**src/design/rcfd_pkg.sv**
```systemverilog
// shared types and constants for the rc frame decoder
// no dependencies; imported by every module of the block
`default_nettype none

package rcfd_pkg;

    localparam int FRAME_BYTES  = 18;
    localparam int BUFFER_LIMIT = 36;
    localparam int COUNT_W      = 6;
    localparam int IDX_W        = 5;
    localparam int CFG_IDX_W    = 2;
    localparam int CFG_DATA_W   = 11;

    localparam logic [10:0] OFFSET_RESET   = 11'd1024;
    localparam logic [9:0]  DEADBAND_RESET = 10'd5;
    localparam logic [10:0] LIMIT_RESET    = 11'd670;

    localparam logic MODE_BYTE = 1'b0;
    localparam logic MODE_IDLE = 1'b1;

    typedef enum logic [CFG_IDX_W-1:0] {
        REG_CHANNEL_OFFSET = 2'd0,
        REG_DEADBAND       = 2'd1,
        REG_ABNORMAL_LIMIT = 2'd2
    } cfg_reg_e;

    typedef logic [FRAME_BYTES-1:0][7:0] frame_t;

    typedef struct packed {
        logic [10:0] channel_offset;
        logic [9:0]  deadband;
        logic [10:0] abnormal_limit;
    } cfg_t;

    typedef struct packed {
        logic       mode;
        logic [7:0] rx_byte;
    } in_word_t;

    typedef struct packed {
        logic signed [11:0] stick_0;
        logic signed [11:0] stick_1;
        logic signed [11:0] stick_2;
        logic signed [11:0] stick_3;
        logic signed [15:0] wheel_channel;
        logic        [3:0]  switches;
        logic signed [15:0] mouse_x;
        logic signed [15:0] mouse_y;
        logic signed [15:0] mouse_z;
        logic        [7:0]  button_left;
        logic        [7:0]  button_right;
        logic        [15:0] key_bits;
    } out_word_t;

endpackage

`default_nettype wire

```
**src/design/rcfd_frame_buffer.sv**
```systemverilog
// byte store, burst counter and pending-frame flag
// depends on rcfd_pkg
`default_nettype none

module rcfd_frame_buffer
    import rcfd_pkg::*;
(
    input  wire logic     clk,
    input  wire logic     rst_n,
    input  wire logic     in_valid,
    input  wire in_word_t in_data,
    input  wire logic     drain,
    output logic          in_stall,
    output logic          pending,
    output frame_t        frame
);

    frame_t               store_reg;
    logic [COUNT_W-1:0]   count_reg;
    logic [COUNT_W-1:0]   count_next;
    logic                 pending_reg;
    logic                 pending_next;
    logic                 accept;

    // a frame waiting on a full result register freezes the store
    assign in_stall = pending_reg && !drain;
    assign accept   = in_valid && !in_stall;

    always_comb
    begin
        count_next   = count_reg;
        pending_next = pending_reg && !drain;
        if (accept)
        begin
            if (in_data.mode == MODE_IDLE)
            begin
                count_next   = '0;
                pending_next = (count_reg == COUNT_W'(FRAME_BYTES));
            end
            else if (count_reg < COUNT_W'(BUFFER_LIMIT))
            begin
                count_next = count_reg + COUNT_W'(1);
            end
        end
    end

    always_ff @(posedge clk or negedge rst_n)
    begin
        if (!rst_n)
        begin
            count_reg   <= '0;
            pending_reg <= 1'b0;
        end
        else
        begin
            count_reg   <= count_next;
            pending_reg <= pending_next;
        end
    end

    always_ff @(posedge clk)
    begin
        if (accept && in_data.mode == MODE_BYTE && count_reg < COUNT_W'(FRAME_BYTES))
        begin
            store_reg[count_reg[IDX_W-1:0]] <= in_data.rx_byte;
        end
    end

    assign pending = pending_reg;
    assign frame   = store_reg;

endmodule

`default_nettype wire

```
**src/design/rcfd_frame_decode.sv**
```systemverilog
// field unpack, offset, deadband and abnormal-stick check of one frame
// depends on rcfd_pkg
`default_nettype none

module rcfd_frame_decode
    import rcfd_pkg::*;
(
    input  wire frame_t frame,
    input  wire cfg_t   cfg,
    output out_word_t   result
);

    logic [10:0]        raw [4];
    logic signed [11:0] ch [4];
    logic [10:0]        ch_mag [4];
    logic [15:0]        wheel_diff;
    logic [15:0]        wheel_mag;
    logic signed [15:0] wheel;
    logic               abnormal;

    always_comb
    begin
        raw[0] = {frame[1][2:0], frame[0]};
        raw[1] = {frame[2][5:0], frame[1][7:3]};
        raw[2] = {frame[4][0], frame[3], frame[2][7:6]};
        raw[3] = {frame[5][3:0], frame[4][7:1]};
        for (int k = 0; k < 4; k++)
        begin
            ch[k]     = $signed({1'b0, raw[k]} - {1'b0, cfg.channel_offset});
            ch_mag[k] = ch[k][11] ? 11'(-ch[k]) : ch[k][10:0];
            if (ch_mag[k] < {1'b0, cfg.deadband})
            begin
                ch[k]     = '0;
                ch_mag[k] = '0;
            end
        end

        // wheel wraps at 16 bits, -32768 has magnitude 32768
        wheel_diff = {frame[17], frame[16]} - {5'd0, cfg.channel_offset};
        wheel_mag  = wheel_diff[15] ? (~wheel_diff + 16'd1) : wheel_diff;
        wheel      = (wheel_mag < {6'd0, cfg.deadband}) ? '0 : $signed(wheel_diff);

        abnormal = (ch_mag[0] > cfg.abnormal_limit) || (ch_mag[3] > cfg.abnormal_limit);

        if (abnormal)
        begin
            result = '0;
        end
        else
        begin
            result.stick_0       = ch[0];
            result.stick_1       = ch[1];
            result.stick_2       = ch[2];
            result.stick_3       = ch[3];
            result.wheel_channel = wheel;
            result.switches      = frame[5][7:4];
            result.mouse_x       = $signed({frame[7], frame[6]});
            result.mouse_y       = $signed({frame[9], frame[8]});
            result.mouse_z       = $signed({frame[11], frame[10]});
            result.button_left   = frame[12];
            result.button_right  = frame[13];
            result.key_bits      = {frame[15], frame[14]};
        end
    end

endmodule

`default_nettype wire

```
**src/design/rc_receiver_frame_decoder_top.sv**
```systemverilog
// rc receiver frame decoder: in channel of bytes and idle events, out channel of
// decoded frames, config write port; depends on rcfd_pkg, rcfd_frame_buffer,
// rcfd_frame_decode
//
// in channel: in_valid/in_stall with in_data (mode, rx_byte). mode 0 stores a byte
// into the 18-entry frame store and bumps the burst count (saturating at 36),
// mode 1 closes the burst; when exactly 18 bytes came in a frame is decoded.
// out channel: out_valid/out_stall with out_data, one word per 18-byte frame (all zero when a stick is abnormal).
// config: cfg_valid/cfg_ready (always ready), cfg_index 0 offset, 1 deadband,
// 2 abnormal limit; other indexes are dropped. write only while idle.
// order: the idle event sets the pending flag, then the decoded word is registered
// and shows on out_valid; one item per cycle is accepted while in_stall is low, set
// by the single frame-ready flag between the frame store and the result register.
// stall: the result register holds while out_stall is high and bytes keep
// flowing; only a second finished frame waiting behind it raises in_stall.
// reset: burst count, pending flag and out_valid clear, config registers load
// 1024 / 5 / 670; frame store contents are left as they are.
`default_nettype none

module rc_receiver_frame_decoder_top
    import rcfd_pkg::*;
(
    input  wire logic                  clk,
    input  wire logic                  rst_n,
    input  wire logic                  in_valid,
    output logic                       in_stall,
    input  wire in_word_t              in_data,
    output logic                       out_valid,
    input  wire logic                  out_stall,
    output out_word_t                  out_data,
    input  wire logic                  cfg_valid,
    output logic                       cfg_ready,
    input  wire logic [CFG_IDX_W-1:0]  cfg_index,
    input  wire logic [CFG_DATA_W-1:0] cfg_data
);

    cfg_t      cfg_reg;
    cfg_t      cfg_next;
    logic      out_valid_reg;
    logic      out_valid_next;
    out_word_t out_data_reg;
    out_word_t decoded;
    frame_t    frame;
    logic      pending;
    logic      drain;
    logic      advance;

    assign cfg_ready = 1'b1;

    always_comb
    begin
        cfg_next = cfg_reg;
        if (cfg_valid && cfg_ready)
        begin
            case (cfg_reg_e'(cfg_index))
                REG_CHANNEL_OFFSET: cfg_next.channel_offset = cfg_data[10:0];
                REG_DEADBAND:       cfg_next.deadband       = cfg_data[9:0];
                REG_ABNORMAL_LIMIT: cfg_next.abnormal_limit = cfg_data[10:0];
                default:            cfg_next = cfg_reg;
            endcase
        end
    end

    always_ff @(posedge clk or negedge rst_n)
    begin
        if (!rst_n)
        begin
            cfg_reg.channel_offset <= OFFSET_RESET;
            cfg_reg.deadband       <= DEADBAND_RESET;
            cfg_reg.abnormal_limit <= LIMIT_RESET;
        end
        else
        begin
            cfg_reg <= cfg_next;
        end
    end

    assign drain   = !out_valid_reg || !out_stall;
    assign advance = pending && drain;

    rcfd_frame_buffer u_buffer (
        .clk      (clk),
        .rst_n    (rst_n),
        .in_valid (in_valid),
        .in_data  (in_data),
        .drain    (drain),
        .in_stall (in_stall),
        .pending  (pending),
        .frame    (frame)
    );

    rcfd_frame_decode u_decode (
        .frame  (frame),
        .cfg    (cfg_reg),
        .result (decoded)
    );

    always_comb
    begin
        if (advance)
        begin
            out_valid_next = 1'b1;
        end
        else
        begin
            out_valid_next = out_valid_reg && out_stall;
        end
    end

    always_ff @(posedge clk or negedge rst_n)
    begin
        if (!rst_n)
        begin
            out_valid_reg <= 1'b0;
        end
        else
        begin
            out_valid_reg <= out_valid_next;
        end
    end

    always_ff @(posedge clk)
    begin
        if (advance)
        begin
            out_data_reg <= decoded;
        end
    end

    assign out_valid = out_valid_reg;
    assign out_data  = out_data_reg;

endmodule

`default_nettype wire

```
**config.mk**
```make
export PLATFORM = sky130hd
export DESIGN_NAME = rc_receiver_frame_decoder_top
export DESIGN_NICKNAME = d
export VERILOG_FILES = /design/src/design/rcfd_pkg.sv /design/src/design/rcfd_frame_buffer.sv /design/src/design/rcfd_frame_decode.sv /design/src/design/rc_receiver_frame_decoder_top.sv
export SDC_FILE = /design/constraint.sdc
export NUM_CORES = 1
export LEC_CHECK = 0
export ABC_CLOCK_PERIOD_IN_PS = 16800
export BUFFER_PORTS_ARGS = -buffer_cell sky130_fd_sc_hd__buf_4
export CORE_UTILIZATION = 45
export CTS_BUF_LIST = sky130_fd_sc_hd__clkbuf_2
export CTS_CLUSTER_DIAMETER = 50
export DETAILED_ROUTE_END_ITERATION = 6
export PLACE_DENSITY = 0.62
export SLEW_MARGIN = 20
export SYNTH_ARGS = -nofsm -noshare
export SYNTH_HDL_FRONTEND = slang
export SYNTH_SLANG_ARGS = --single-unit
```
**constraint.sdc**
```tcl
create_clock -name clk -period 16.8 [get_ports clk]
set_clock_uncertainty 0.15 [all_clocks]
set_input_delay 1.68 -clock clk [delete_from_list [all_inputs] [get_ports clk]]
set_output_delay 1.68 -clock clk [all_outputs]
set_load 0.1 [all_outputs]
```
==> impl_metrics.yaml, run 1 <==
clock_tree:
  cts_sinks: 332
  numCtsBuffers: 85
  clockBufferDepth: 3
  h-tree-depth: 3
  clk_latency_ns: 0.98
  post_cts_buffers: 0
  tritoncts: "yes"
  hold_buffers: 0
  ctsResizeCount: 0
  cts_root_buffer: "clkbuf_2"
  path_clk_slew_ns: 0.12
global_routing:
  antenna_found_initial: 1
  first_global_vias: 12000
  grt_pass1_wl_microns: 66800
  grt_overflow: 0
  grt_use_total_pct: 23.0
  grt_max_degree: 87
critical_path:
  startpoint_type: "register"
  path_class: "reg -> reg"
  rrSetupSlack_ns: 7.68
  crit_top_cell: "o21a_1"
  worst_setup_path_end_kind: "register"
  cp_max_fo: 86
  slowest_delay_ns: 0.77
  crit_family: "compound AO/OA/AOI/OAI gates"
  reg2reg_to: "out_data[131]"
  r2r-start: "cfg_reg[22]"
  slowest_stage: "nor4bb_2"
  worstRegToRegCells: 30
  worst-path-buf-inv: 4
  worst_ep_required_time_ns: 17.38
  arrival_ns: 9.70
detailed_routing:
  num_vias: 11900
  drt_iter0_drc: 805
  post_drt_wl_per_cell_microns: 19.9
  viasPerCell: 5.41
  ant_nets: 0
  totalWireLength_microns: 43800
  drcViolationCount: 0
  detail_route.first_pass.iterations: 5
sta:
  period_share_pct: 54.3
  slew_viol_final: 0
  finalSetupViolations: 0
  worst_slack_ns: 7.68
  worst_slew_pin_slew_ns: 1.01
  slew_headroom_pct: 32.9
  finalCriticalPeriod_ns: 9.12
  rsz0062_at_grt: "no"
  hold_viol_final: 0
  whs_ns: 0.356
  fmax_ghz: 0.110
  final.setup.tns_ns: 0
synthesis:
  synthCells: 1397
  synth.ff_latch_count: 332
  synthTopCellsByArea: "edfxtp_1 51%, ha_1 9.6%, dfrtp_1 4.5%"
  synthArstFlopShare_pct: 12.0
  syn-num-nets: 1560
  yosysMostFrequentCell: "edfxtp_1"
  syn_avg_cell_area_sq_um: 12.2
  synth_area_sq_um: 17100
  ys_seq_area_share_pct: 57.3
  synth_edf_count: 292
  synth-main-ff-cell: "edfxtp_1"
  netlist.area_leader.share_pct: 51.4
  yosys.area.top_type: "edfxtp_1"
  yosys_warnings: 0
  synth_common_cells: "292 x edfxtp_1, 131 x ha_1, 93 x nor2_1, 92 x nand2_1, 91 x and3_1"
  ys_types: 82
floorplanning:
  die-area_sq_um: 38700
  die_h_microns: 197
  pin_count: 178
  initial_core_util_pct: 46.2
  die_w_microns: 197
  core_area_sq_um: 37000
  placementRows: 70
finish:
  fin_cells: 2202
  fin_util_pct: 53.6
  nets: 1790
  design_area_sq_um: 19800
  largest_reg_flops: 148
  drive_gt1_share_pct: 22.8
  area_delta_synth_final_pct: 16.0
worst_hold_path:
  worstHoldStart: "u_buffer.frame[115]"
  min_to: "out_data[3]"
  hold_path.class: "reg -> reg"
  holdPathStages: 1
placement:
  dp.cells: 2044
  numPortBuffers: 176
  dp_hpwl_microns: 30500
  place_area_sq_um: 19000
  post-place-ws_ns: 7.83
  globalplace.congestion: 0.916
status:
  status: "finished, final reports clean"
power:
  leakage_nw: 8.01
  power_density_nw_per_um2: 150
  power_mw: 2.96
  vdd_drop_max_v: 0.000174
job:
  drv_cap: 0
[worst max-delay path by stage]
stage                startpoint       endpoint  cells past startpoint
finish              cfg_reg[22]  out_data[131]                     30
floorplan             out_stall    out_data[0]                      1
detailed placement  cfg_reg[22]  out_data[131]                     30
CTS                 cfg_reg[22]  out_data[131]                     30
global route        cfg_reg[22]  out_data[131]                     31
global placement    cfg_reg[22]  out_data[133]                     30
[area by class of cell]
| cell class | count | area (sq um) |
|---|---|---|
| tap | 504 | 631 |
| sequential | 332 | 9780 |
| timing repair buffer | 188 | 1410 |
| clock inverter | 34 | 209 |
| multi-input combinational | 960 | 6920 |
| fill | 3308 | 17200 |
| inverter | 60 | 225 |
| clock buffer | 123 | 616 |
| antenna | 1 | 2.50 |
[per-layer routing]
layer | vias up | wire (microns) | global-route usage [%]
li1 | 5760 | - | -
met1 | 5716 | 19300 | 29.9
met2 | 363 | 20300 | 36.7
met3 | 79 | 2890 | 5.44
met4 | 0 | 1300 | 9.76
met5 | - | 0 | 0
[cell families after synthesis]
| group | Yosys count | synth area share [%] |
|---|---|---|
| compound gates | 260 | 10.3 |
| simple gates | 457 | 13.9 |
| buf+inv | 105 | 2.44 |
| fa+ha+maj | 136 | 10.2 |
| mux | 27 | 1.78 |
| flops | 332 | 57.3 |
| xor+xnor | 79 | 4.05 |
| other cells | 1 | 0.0220 |
[power breakdown]
group          switching (mW)  total [mW]  internal (mW)
sequential             0.0120        1.05           1.04
combinational           0.846        1.35          0.499
clock                   0.335       0.568          0.233
[cells in the final DEF (no fill, tap or decap), types with 7 or more instances in the layout]
| cell | count |
|---|---|
| nand3_1 | 19 |
| buf_4 | 188 |
| or2_2 | 7 |
| nand2_1 | 92 |
| xnor2_1 | 55 |
| o21a_1 | 28 |
| nand4_1 | 7 |
| and3_1 | 91 |
| nor3_1 | 51 |
| nand2b_1 | 13 |
| a21o_1 | 8 |
| nor4_1 | 10 |
| o31ai_1 | 9 |
| xor2_1 | 24 |
| nor2_1 | 93 |
| clkbuf_2 | 123 |
| edfxtp_1 | 292 |
| inv_1 | 60 |
| a21boi_0 | 11 |
| o211ai_1 | 10 |
| dfstp_2 | 9 |
| mux2_2 | 23 |
| o21ai_0 | 64 |
| a21oi_1 | 47 |
| ha_1 | 131 |
| a31oi_1 | 10 |
| nor2b_1 | 31 |
| a211oi_1 | 15 |
| clkinv_2 | 8 |
| dfrtp_1 | 31 |
| clkinv_1 | 19 |
| a211o_1 | 8 |
[worst reg2reg max path, delay by kind of cell, from the launching register on]
kind,cells,cell delay (ns)
flip-flops,1,0.44
adder cells (fa/ha/maj),3,0.91
AND/OR/NAND/NOR,6,2.00
AO/OA/AOI/OAI,17,3.80
buffers and inverters,4,1.57
No activity file was read; power rests on OpenSTA's default activity.
==> run 2, diff against run 1 <==
ABC_CLOCK_PERIOD_IN_PS = 8300   (was 16800)
PLACE_DENSITY = 0.64   (was 0.62)
clock period = 8.3 ns   (was 16.8 ns; I/O delays follow)
==> impl_metrics.yaml, run 2 (synthesized netlist as in run 1, its figures left out) <==
floorplanning:
  die-area_sq_um: 38700
  core_area_sq_um: 37000
  pin_count: 178
  placementRows: 70
  die_w_microns: 197
  initial_core_util_pct: 46.2
  die_h_microns: 197
detailed_routing:
  detail_route.first_pass.iterations: 5
  post_drt_wl_per_cell_microns: 20.3
  ant_nets: 0
  totalWireLength_microns: 45100
  viasPerCell: 5.48
  num_vias: 12200
  drcViolationCount: 0
  drt_iter0_drc: 763
finish:
  largest_reg_flops: 148
  nets: 1809
  drive_gt1_share_pct: 22.3
  layout_commonest_cell: "edfxtp_1"
  nFillCells: 3224
  final_cell_mix: "292 x edfxtp_1, 189 x buf_4, 131 x ha_1"
  area_delta_synth_final_pct: 16.9
critical_path:
  slowest_delay_ns: 0.47
  r2r-start: "cfg_reg[22]"
  crit_family: "compound AO/OA/AOI/OAI gates"
  path_class: "reg -> reg"
  slowest_stage: "a21oi_1"
  worst_ep_required_time_ns: 8.81
  crit_top_cell: "o21a_1"
  arrival_ns: 8.10
  cp-startpoint: "cfg_reg[22]"
  worst-path-buf-inv: 2
  cp_max_fo: 12
  startpoint_type: "register"
  worst_setup_path_end_kind: "register"
sta:
  finalCriticalPeriod_ns: 7.58
  hold_viol_final: 0
  whs_ns: 0.124
  slew_headroom_pct: 32.9
  final.setup.tns_ns: 0
  worst_slew_pin_slew_ns: 1.00
  slew_viol_final: 0
  rsz0062_at_grt: "no"
  period_share_pct: 91.4
  fmax_ghz: 0.132
  finalSetupViolations: 0
worst_hold_path:
  worstHoldStart: "in_data[6]"
  hold_path.class: "in -> reg"
global_routing:
  first_global_vias: 11900
  antenna_found_initial: 3
  grt_max_degree: 85
  grt_use_total_pct: 23.3
  grt_pass1_wl_microns: 67700
  grt_overflow: 0
clock_tree:
  path_clk_slew_ns: 0.10
  cts_sinks: 332
  numCtsBuffers: 86
  post_cts_buffers: 0
  clockBufferDepth: 3
  tritoncts: "yes"
  clk_latency_ns: 0.98
  cts_root_buffer: "clkbuf_2"
  h-tree-depth: 3
power:
  vdd_drop_max_v: 0.000289
  power_density_nw_per_um2: 300
  power_mw: 5.99
  leakage_nw: 8.06
placement:
  globalplace.congestion: 0.902
  numPortBuffers: 176
  dp_hpwl_microns: 30800
status:
  status: "finished, final reports clean"
job:
  drv_cap: 0
-- run 2: repair_timing --
| item | CTS | global route |
|---|---|---|
| hold buffers | 16 | 1 |
| endpoints found under the setup margin | 0 | 6 |
| gates resized for setup | 0 | 1 |
| endpoints found under the hold margin | 75 | 4 |
-- run 2: metal layers --
metal / track usage [%] / up-vias / wire length [microns]
met4: 9.02 / 0 / 1180
met3: 5.01 / 87 / 2460
met2: 37.2 / 375 / 21200
met5: 0 / - / 0
li1: - / 5787 / -
met1: 31.1 / 5911 / 20300
-- run 2: final cells by class --
| class | instances | area, sq um | area share, % |
|---|---|---|---|
| Timing Repair Buffer | 206 | 1590 | 7.96 |
| Inverter | 60 | 225 | 1.13 |
| Sequential cell | 332 | 9780 | 49.0 |
| Clock buffer | 121 | 606 | 3.04 |
| Clock inverter | 35 | 189 | 0.947 |
| Multi-Input combinational cell | 960 | 6930 | 34.7 |
| Tap cell | 504 | 631 | 3.16 |
| Antenna cell | 1 | 2.50 | 0.0125 |
-- run 2: power breakdown --
group	switching [mW]	internal [mW]	total [mW]
registers	0.0256	2.10	2.12
logic	1.74	1.02	2.76
clock network	0.676	0.433	1.11
-- run 2: metrics by stage --
stage                     cells  area [sq um]  setup slack (ns)  utilization, %
after detailed placement   2045         19000             0.568            51.3
final                      2219         20000             0.715            54.0
after global placement     2045         19000             0.892            51.3
after global routing       2219         20000             0.182            54.0
after floorplan            1397         17100              1.76               -
after CTS                  2217         19900             0.531            53.9
-- run 2: path summary, 6_finish.rpt --
check / cells past startpoint / endpoint / slack (ns)
min reg2reg: 1 / out_valid / 0.34
max: 29 / out_data[131] / 0.72
min: 1 / u_buffer.frame[78] / 0.12
min in group asynchronous: 2 / cfg_reg[17] / 0.22
max reg2reg: 29 / out_data[131] / 0.72
max in group asynchronous: 2 / cfg_reg[14] / 7.33
-- run 2: worst reg2reg max path: cells and delay by family (launching register included) --
kind,cells,cell delay [ns]
AND/OR/NAND/NOR,6,1.11
adder cells (fa/ha/maj),3,0.91
buffers and inverters,2,0.59
flip-flops,1,0.44
AO/OA/AOI/OAI,18,4.11
